### config.mk
export PLATFORM = sky130hd
export DESIGN_NAME = gamepad_serial_host_sequencer
export DESIGN_NICKNAME = d
export VERILOG_FILES = /design/src/rtl/gshs_pkg.sv /design/src/rtl/gamepad_serial_host_sequencer.sv
export SDC_FILE = /design/constraint.sdc
export NUM_CORES = 1
export LEC_CHECK = 0
export BUFFER_PORTS_ARGS = -buffer_cell sky130_fd_sc_hd__buf_2
export CAP_MARGIN = 20
export CORE_ASPECT_RATIO = 0.75
export CORE_MARGIN = 2
export CORE_UTILIZATION = 52
export DETAILED_ROUTE_END_ITERATION = 6
export GPL_TIMING_DRIVEN = 0
export PLACE_DENSITY_LB_ADDON = 0.3
export REMOVE_ABC_BUFFERS = 1
export SLEW_MARGIN = 10
export SYNTH_ARGS = -nofsm -noshare
export SYNTH_HDL_FRONTEND = slang
export SYNTH_SLANG_ARGS = --single-unit
### constraint.sdc
create_clock -name clk_i -period 2.72 [get_ports clk_i]
set_input_delay 0.272 -clock clk_i [delete_from_list [all_inputs] [get_ports clk_i]]
set_output_delay 0.272 -clock clk_i [all_outputs]
set_load 0.01 [all_outputs]
### src/rtl/gshs_pkg.sv
// ----------------------------------------------------------------------------
// gshs_pkg
// Types, codes and command tables for the gamepad serial host sequencer.
// ----------------------------------------------------------------------------
package gshs_pkg;

  // Input action codes
  localparam logic [1:0] ActTick  = 2'd0;
  localparam logic [1:0] ActInit  = 2'd1;
  localparam logic [1:0] ActPoll  = 2'd2;
  localparam logic [1:0] ActReply = 2'd3;

  // Result kind codes
  localparam logic [1:0] KindNone   = 2'd0;
  localparam logic [1:0] KindSend   = 2'd1;
  localparam logic [1:0] KindReport = 2'd2;
  localparam logic [1:0] KindDone   = 2'd3;

  // Script geometry
  localparam int          InitLen       = 32;
  localparam int          PollLen       = 9;
  localparam logic [4:0]  IdPos         = 5'd24;
  localparam logic [4:0]  InitLastPos   = 5'(InitLen - 1);
  localparam logic [4:0]  PollLastPos   = 5'(PollLen - 1);
  localparam logic [4:0]  PollFirstCap  = 5'd3;
  localparam logic [7:0]  AnalogId      = 8'h73;
  localparam logic [15:0] TimeoutReset  = 16'd5000;

  // Command bytes
  localparam logic [7:0] CmdStart   = 8'h01;
  localparam logic [7:0] CmdPoll    = 8'h42;
  localparam logic [7:0] CmdConfig  = 8'h43;
  localparam logic [7:0] CmdAnalog  = 8'h44;
  localparam logic [7:0] CmdLock    = 8'h03;
  localparam logic [7:0] CmdPad     = 8'h5A;
  localparam logic [7:0] CmdZero    = 8'h00;

  typedef struct packed {
    logic [1:0] action;
    logic [7:0] rx_byte;
  } in_item_t;

  typedef struct packed {
    logic [1:0]  kind;
    logic [7:0]  tx_byte;
    logic        frame_first;
    logic        frame_last;
    logic [15:0] buttons;
    logic [7:0]  right_x;
    logic [7:0]  right_y;
    logic [7:0]  left_x;
    logic [7:0]  left_y;
    logic        init_ok;
  } out_item_t;

  // Init script: enter config, set analog, exit config, poll
  function automatic logic [7:0] init_byte(input logic [4:0] pos);
    logic [7:0] b;
    unique case (pos)
      5'd0, 5'd5, 5'd14, 5'd23: b = CmdStart;
      5'd1, 5'd15:              b = CmdConfig;
      5'd3, 5'd8:               b = CmdStart;
      5'd6:                     b = CmdAnalog;
      5'd9:                     b = CmdLock;
      5'd18, 5'd19, 5'd20, 5'd21, 5'd22: b = CmdPad;
      5'd24:                    b = CmdPoll;
      default:                  b = CmdZero;
    endcase
    return b;
  endfunction

  function automatic logic init_first(input logic [4:0] pos);
    return (pos == 5'd0) || (pos == 5'd5) || (pos == 5'd14) || (pos == 5'd23);
  endfunction

  function automatic logic init_last(input logic [4:0] pos);
    return (pos == 5'd4) || (pos == 5'd13) || (pos == 5'd22) || (pos == 5'd31);
  endfunction

  // Poll frame: 01 42 then zeros
  function automatic logic [7:0] poll_byte(input logic [4:0] pos);
    logic [7:0] b;
    priority if (pos == 5'd0) begin
      b = CmdStart;
    end else if (pos == 5'd1) begin
      b = CmdPoll;
    end else begin
      b = CmdZero;
    end
    return b;
  endfunction

endpackage

### src/rtl/gamepad_serial_host_sequencer.sv
// ----------------------------------------------------------------------------
// gamepad_serial_host_sequencer
// Byte-level host sequencer for a serial gamepad: init script, poll frames.
// ----------------------------------------------------------------------------
// Usage:
//   Input channel (in_valid_i / in_stall_o / in_data_i) carries one event per
//   transfer: a millisecond tick, a start-init or start-poll request, or the
//   reply byte for the last byte sent. Every input transfer yields exactly one
//   result transfer on the output channel (out_valid_o / out_stall_i /
//   out_data_o): nothing, a byte to send with select framing, a poll report,
//   or the init outcome.
//   The result is registered; throughput is one item per cycle while the
//   receiver does not stall, set by the single result register. The sequencer
//   state updates in the same edge that takes the item.
//   If the receiver stalls, the result register holds its payload and
//   in_stall_o rises only while that register is full and stalled; a result
//   taken in a cycle frees room for a new item in that same cycle.
//   cfg_we_i writes the 16-bit init timeout (in ticks) at once.
//   Reset leaves the sequencer idle, counters and ID cleared, timeout 5000,
//   output channel empty.
// ----------------------------------------------------------------------------
module gamepad_serial_host_sequencer (
  input  logic                 clk_i,
  input  logic                 rst_ni,
  input  logic                 in_valid_i,
  output logic                 in_stall_o,
  input  gshs_pkg::in_item_t   in_data_i,
  output logic                 out_valid_o,
  input  logic                 out_stall_i,
  output gshs_pkg::out_item_t  out_data_o,
  input  logic                 cfg_we_i,
  input  logic [15:0]          cfg_wdata_i
);

  localparam logic [1:0] ModeIdle = 2'd0;
  localparam logic [1:0] ModeInit = 2'd1;
  localparam logic [1:0] ModePoll = 2'd2;

  logic [1:0]  mode_q, mode_d;
  logic [4:0]  pos_q, pos_d;
  logic [7:0]  id_q, id_d;
  logic [15:0] elapsed_q, elapsed_d;
  logic [15:0] timeout_q;
  logic [7:0]  reply_q [5];
  logic        reply_we;
  logic [2:0]  reply_idx;
  gshs_pkg::out_item_t res_d, out_q;
  logic        out_valid_q;
  logic        in_accept;

  // Handshake: take an item when the result register is free or draining
  assign in_stall_o  = out_valid_q & out_stall_i;
  assign in_accept   = in_valid_i & ~in_stall_o;
  assign out_valid_o = out_valid_q;
  assign out_data_o  = out_q;

  // Per-item sequencing
  always_comb begin
    mode_d    = mode_q;
    pos_d     = pos_q;
    id_d      = id_q;
    elapsed_d = elapsed_q;
    res_d     = '0;
    reply_we  = 1'b0;
    reply_idx = 3'(pos_q - gshs_pkg::PollFirstCap);
    unique case (in_data_i.action)
      gshs_pkg::ActTick: begin
        if (elapsed_q != 16'hFFFF) begin
          elapsed_d = elapsed_q + 16'd1;
        end
      end
      gshs_pkg::ActInit: begin
        elapsed_d = '0;
        id_d      = '0;
        pos_d     = '0;
        if (timeout_q == '0) begin
          mode_d     = ModeIdle;
          res_d.kind = gshs_pkg::KindDone;
        end else begin
          mode_d            = ModeInit;
          res_d.kind        = gshs_pkg::KindSend;
          res_d.tx_byte     = gshs_pkg::init_byte(5'd0);
          res_d.frame_first = 1'b1;
        end
      end
      gshs_pkg::ActPoll: begin
        mode_d            = ModePoll;
        pos_d             = '0;
        res_d.kind        = gshs_pkg::KindSend;
        res_d.tx_byte     = gshs_pkg::poll_byte(5'd0);
        res_d.frame_first = 1'b1;
      end
      default: begin
        unique case (mode_q)
          ModeInit: begin
            if (pos_q == gshs_pkg::IdPos) begin
              id_d = in_data_i.rx_byte;
            end
            if (pos_q == gshs_pkg::InitLastPos) begin
              priority if (id_q == gshs_pkg::AnalogId) begin
                mode_d        = ModeIdle;
                pos_d         = '0;
                res_d.kind    = gshs_pkg::KindDone;
                res_d.init_ok = 1'b1;
              end else if (elapsed_q < timeout_q) begin
                pos_d             = '0;
                res_d.kind        = gshs_pkg::KindSend;
                res_d.tx_byte     = gshs_pkg::init_byte(5'd0);
                res_d.frame_first = 1'b1;
              end else begin
                mode_d     = ModeIdle;
                pos_d      = '0;
                res_d.kind = gshs_pkg::KindDone;
              end
            end else begin
              pos_d             = pos_q + 5'd1;
              res_d.kind        = gshs_pkg::KindSend;
              res_d.tx_byte     = gshs_pkg::init_byte(pos_d);
              res_d.frame_first = gshs_pkg::init_first(pos_d);
              res_d.frame_last  = gshs_pkg::init_last(pos_d);
            end
          end
          ModePoll: begin
            if (pos_q >= gshs_pkg::PollLastPos) begin
              // last reply is the left stick Y axis, used directly
              mode_d        = ModeIdle;
              pos_d         = '0;
              res_d.kind    = gshs_pkg::KindReport;
              res_d.buttons = ~{reply_q[1], reply_q[0]};
              res_d.right_x = reply_q[2];
              res_d.right_y = reply_q[3];
              res_d.left_x  = reply_q[4];
              res_d.left_y  = in_data_i.rx_byte;
            end else begin
              reply_we          = (pos_q >= gshs_pkg::PollFirstCap);
              pos_d             = pos_q + 5'd1;
              res_d.kind        = gshs_pkg::KindSend;
              res_d.tx_byte     = gshs_pkg::poll_byte(pos_d);
              res_d.frame_last  = (pos_d == gshs_pkg::PollLastPos);
            end
          end
          default: begin
            // reply while idle is ignored
          end
        endcase
      end
    endcase
  end

  // Control state and result valid
  always_ff @(posedge clk_i or negedge rst_ni) begin
    if (!rst_ni) begin
      mode_q      <= ModeIdle;
      pos_q       <= '0;
      id_q        <= '0;
      elapsed_q   <= '0;
      timeout_q   <= gshs_pkg::TimeoutReset;
      out_valid_q <= 1'b0;
    end else begin
      if (cfg_we_i) begin
        timeout_q <= cfg_wdata_i;
      end
      if (in_accept) begin
        mode_q    <= mode_d;
        pos_q     <= pos_d;
        id_q      <= id_d;
        elapsed_q <= elapsed_d;
      end
      if (in_accept) begin
        out_valid_q <= 1'b1;
      end else if (!out_stall_i) begin
        out_valid_q <= 1'b0;
      end
    end
  end

  // Result payload and captured reply bytes
  always_ff @(posedge clk_i) begin
    if (in_accept) begin
      out_q <= res_d;
      if (reply_we) begin
        reply_q[reply_idx] <= in_data_i.rx_byte;
      end
    end
  end

endmodule
Word-level counts from Yosys, hierarchy flattened

Memory sizes are Yosys's and may differ from the RTL's. A register that Yosys moved wholly into a read port is not among the register bits.
Cells that the tools add are included.

Input port bits: 31
Flip-flop bits (word level): 85
Output and inout port bits: 63
Bits in read-only memories: 192
Memory bits (writable): 40
Word-level logic and storage cells: 118
Memories: 2

Eq/ne operators: 22
Reduce and logical (&&, ||, !) cells: 23
Magnitude comparators: 3
Add/sub/neg operators: 3
Multiplexer cells: 42
Bitwise logic cells: 10

Memories:

| name             | depth | bits a word | read ports | clocked after memory_dff | write ports | RTL line                            | source |
|---|---|---|---|---|---|---|---|
| (name not given) | 32    | 6           | 1          | 0                        | 0           | gshs_pkg.sv:59                      | `unique case (pos)` |
| reply_q          | 5     | 8           | 5          | 3                        | 1           | gamepad_serial_host_sequencer.sv:44 | `logic [7:0] reply_q [5];` |

Operators with widths:

| cell                    | number |
|---|---|
| $pmux W11 S3            | 1 |
| $mux W8                 | 4 |
| $pmux W16 S2            | 1 |
| $eq A5 B5 Y1 const B    | 5 |
| $mux W2                 | 11 |
| $pmux W10 S2            | 1 |
| $pmux W5 S2             | 2 |
| $add A16 B1 Y16 const B | 1 |
| $logic_not A16 Y1       | 1 |
| $lt A16 B16 Y1          | 1 |
| $mux W16                | 1 |
| $ne A16 B16 Y1 const B  | 1 |
| $not A16 Y16            | 1 |
| $pmux W8 S2             | 1 |
| $eq A5 B4 Y1 const B    | 3 |
| $mux W1                 | 13 |
| $mux W11                | 1 |
| $eq A5 B3 Y1 const B    | 2 |
| $mux W5                 | 2 |
| $reduce_or A5 Y1        | 2 |
| $eq A8 B7 Y1 const B    | 1 |
| $ne A4 B4 Y1 const B    | 2 |
| $mux W7                 | 1 |
| $not A1 Y1              | 7 |
| other kinds (25)        | 37 |

Logic depth before layout (Yosys ltp)

Depth after elaboration: 8
Mapped depth: 9
Depth with buffers taken out: 8

Least setup slack after synthesis

OpenSTA, ideal clock, no wires.

Path type: flip-flop to flip-flop
Start point: register out_valid_q (netlist: out_valid_o)
End point: memory reply_q[1][0] (enable)
Arrival time: 2269 ps
Cell stages (with the launch flop): 6
Setup time: 383 ps
Setup slack: 68 ps
Required time: 2337 ps
Buffers on the path: 1
Clock period less this slack: 2652 ps
Path through: dfrtp_1 a21bo_1 buf_4 inv_2 nand4_1 nor3_1

Longest elaborated chain between the ends: 5

RTL lines:

| item                          | RTL line                             | source |
|---|---|---|
| start: declaration            | gamepad_serial_host_sequencer.sv:48  | `logic out_valid_q;` |
| start signal: assignment      | gamepad_serial_host_sequencer.sv:158 | `out_valid_q <= 1'b0;` |
| start signal: assignment      | gamepad_serial_host_sequencer.sv:170 | `out_valid_q <= 1'b1;` |
| start signal: assignment      | gamepad_serial_host_sequencer.sv:172 | `out_valid_q <= 1'b0;` |
| $and A1 B1 Y1                 | gamepad_serial_host_sequencer.sv:52  | `assign in_stall_o = out_valid_q & out_stall_i;` |
| $not A1 Y1                    | gamepad_serial_host_sequencer.sv:53  | `assign in_accept = in_valid_i & ~in_stall_o;` |
| $and A1 B1 Y1                 | gamepad_serial_host_sequencer.sv:53  |  |
| net in_accept                 | gamepad_serial_host_sequencer.sv:49  | `logic in_accept;` |
| $mux W1                       | gamepad_serial_host_sequencer.sv:179 | `if (in_accept) begin` |
| $mux W1 (not written as such) | gamepad_serial_host_sequencer.sv:182 | `reply_q[reply_idx] <= in_data_i.rx_byte;` |
| end: declaration              | gamepad_serial_host_sequencer.sv:44  |  |

The timed path passes the listed nets, and every way through them passes these cells.

==> results.sh <==
export IMPL_status="complete, no violations"
export IMPL_initial_utilization_pct=53.05
export IMPL_yosysTopAreaCell="edfxtp_1"
export IMPL_grt_usage_pct=20.58
export IMPL_cts_sinks=146
export IMPL_syn_inst=532
export IMPL_fin_ws_ps=142.6
export IMPL_ys_flop_type="edfxtp_1"
export IMPL_nFillCells=950
export IMPL_drt_first_pass_iters=5
export IMPL_wl_met3_um=821
export IMPL_via_count=4451
export IMPL_final_area_sq_mm=0.007766
export IMPL_io_pins=94
export IMPL_synth_top_area_share_pct=45.24
export IMPL_post_cts_buffers=0
export IMPL_finalSetupViolCount=0
export IMPL_final_nets=684
export IMPL_fp_dieH_um=100.9
export IMPL_fin_hold_ws_ps=54.89
export IMPL_synth_most_common_cell="edfxtp_1"
export IMPL_p_leak_nw=3.191
export IMPL_grt_overflow_total=0
export IMPL_first_iter_violations=324
export IMPL_synthTopCellsByCount="98 x edfxtp_1, 51 x nor2_1, 44 x nand2_1"
export IMPL_seqCellArea_sq_mm=0.004150
export IMPL_final_layout_size_suffix_gt1_share_pct=23.86
export IMPL_r2r_start="pos_q[0]$_DFFE_PN0P_"
export IMPL_crit_fanout=14
export IMPL_dr_wl_met2_mm=6.256
export IMPL_die_area_sq_mm=0.01343
export IMPL_preCtsSetupSlack_ps=-424.6
export IMPL_hold_viol=0
export IMPL_clock_skew_final_ps=12.74
export IMPL_cts_root_buf="clkbuf_16"
export IMPL_worstPathRequired_ps=2900
export IMPL_ys_seq_area_share_pct=63.80
export IMPL_die_w_um=133.2
export IMPL_drc=0
export IMPL_totalWireLength_mm=13.39
export IMPL_maxCapViolCount=0
export IMPL_hold_class="in2reg"
export IMPL_top_layer="met4"
export IMPL_netlist_area_sq_mm=0.006505
export IMPL_cts_buffer_depth=2
export IMPL_tightest_slew_ps=863.4
export IMPL_h_tree_depth=4
export IMPL_grt_pass1_wl_mm=21.22
export IMPL_final_core_util_pct=63.34
export IMPL_grt_max_degree=64
export IMPL_period_needed_ps=2577
export IMPL_critPathArrivalTime_ps=2760
export IMPL_min_from="in_valid_i"
export IMPL_drv_slew=0
export IMPL_antenna_found_initial=0
export IMPL_criticalPathCategory="reg2reg"
export IMPL_slew_headroom_pct=42.13
export IMPL_power_density_mw_per_mm2=718.2
export IMPL_synth_edf_count=98
export IMPL_core_sq_mm=0.01226
export IMPL_place_hpwl_mm=8.913
export IMPL_synth_warnings=0
export IMPL_synth_avg_cell_area_sq_um=12.23
export IMPL_clock_latency_ps=420
export IMPL_async_reset_ff_share_pct=32.88
export IMPL_gp_congestion=0.9061
export IMPL_ant_nets=0
export IMPL_met1Wirelength_mm=6.138
export IMPL_startpoint="pos_q[0]$_DFFE_PN0P_"
export IMPL_grt_pass1_vias=4321
export IMPL_diodes=0
export IMPL_fin_setup_tns_ps=0
export IMPL_start_kind="flop"
export IMPL_portBuffers=91
export IMPL_netlist_top_cells_area="edfxtp_1 45%, dfrtp_1 17%, ha_1 5.6%"
export IMPL_ys_seq_elements=146
export IMPL_syn_to_final_growth_pct=19.39
export IMPL_place_area_sq_mm=0.007088
export IMPL_post_drt_wl_per_cell_um=16.67
export IMPL_period_share_pct=94.76
export IMPL_critical_path_endpoint_type="flop"
export IMPL_rsz0062_at_grt="no"
export IMPL_placementRows=35
export IMPL_viasPerCell=5.543
export IMPL_cts_tree="yes"
export IMPL_synth_cell_types=59
export IMPL_cts_made_buffers=17
export IMPL_vdd_drop_max_v=0.0005051
export IMPL_max_freq_mhz=388.0
export IMPL_path_clk_slew_ps=70
export IMPL_multi_input_area_sq_mm=0.002222
## layer usage
layer	vias to the layer above	track usage, %
met5	-	0
met4	0	8.183
met3	19	4.625
met2	188	32.44
met1	2136	28.24
li1	2108	-
## flip-flops by register name, summed over array words and instances (netlist names)
signal / flops
reply_q: 40
pos_q: 5
elapsed_q: 16
out_valid_o: 1
out_data_o: 58
id_q: 8
timeout_q: 16
mode_q: 2
## cell families after synthesis
logic type / share of synthesized area, %
muxes: 1.039
and+or+nand+nor: 16.27
AOI/OAI and AO/OA: 7.732
adders and majority gates: 5.578
DFF: 63.80
buffers and inverters: 3.405
other: 0.05765
xor gates and xnor gates: 2.116
## what timing repair did
| action | CTS | global route |
|---|---|---|
| hold buffers | 0 | 1 |
| setup endpoints to repair | 33 | 35 |
| endpoints found under the hold margin | 0 | 17 |
| resized for setup | 8 | 8 |
| cloned | 0 | 0 |
## cell type report
type,instances,area share [%]
clock buffers,17,5.478
clock inverters,15,1.756
inverters,28,1.531
multi-input cells,335,28.61
flip-flops and latches,146,53.44
well taps,166,2.674
repair buffers,96,6.509
## layout by cell type (no fill, tap or decap), types with 5 or more instances in the layout
master     synthesis  routed
nand3_1           14      14
nand4_1           11      11
edfxtp_1          98      98
clkbuf_16          0      17
inv_1             27      27
dfstp_2            5       5
a22o_1             8       8
and2_1            35      35
nor2_1            51      48
ha_1              29      27
a21oi_1           14      14
buf_2              6      92
nor4_1            13      13
nand2_1           44      44
o21ai_0           32      32
inv_6              0       7
nor3_1            12      10
dfrtp_1           43      43
xnor2_1            8       8
## through the flow
step	cells	power, W
4_1_cts	801	0.005575
3_5_place_dp	769	0.003353
6_report	803	0.005578
3_3_place_gp	766	0.003317
5_1_grt	803	0.005792
2_1_floorplan	509	0.003110
## final timing paths
kind	to	slack, ps	cells after the start
max	out_data_o[50]$_DFFE_PP_	140	7
min	out_valid_o$_DFFE_PN0P_	50	2
max reg2reg	out_data_o[50]$_DFFE_PP_	140	7
min reg2reg	id_q[7]$_DFFE_PN0P_	500	1
max in group asynchronous	timeout_q[9]$_DFFE_PN1P_	1760	3
min in group asynchronous	timeout_q[10]$_DFFE_PN0P_	370	2
## power breakdown
part | switching [W] | internal [W] | total [W]
clock network | 0.00101 | 0.00121 | 0.00223
logic | 0.000446 | 0.000292 | 0.000737
registers | 0.000107 | 0.00251 | 0.00262
## critical path: stages, from the launching register on
cell and delay, ps:
dfrtp_1 530, ha_2 340, and3_1 230, ha_4 370, mux2_2 350, a31oi_1 180
o21ai_1 90, a41o_1 240
Power figures use the tool's default switching activity.
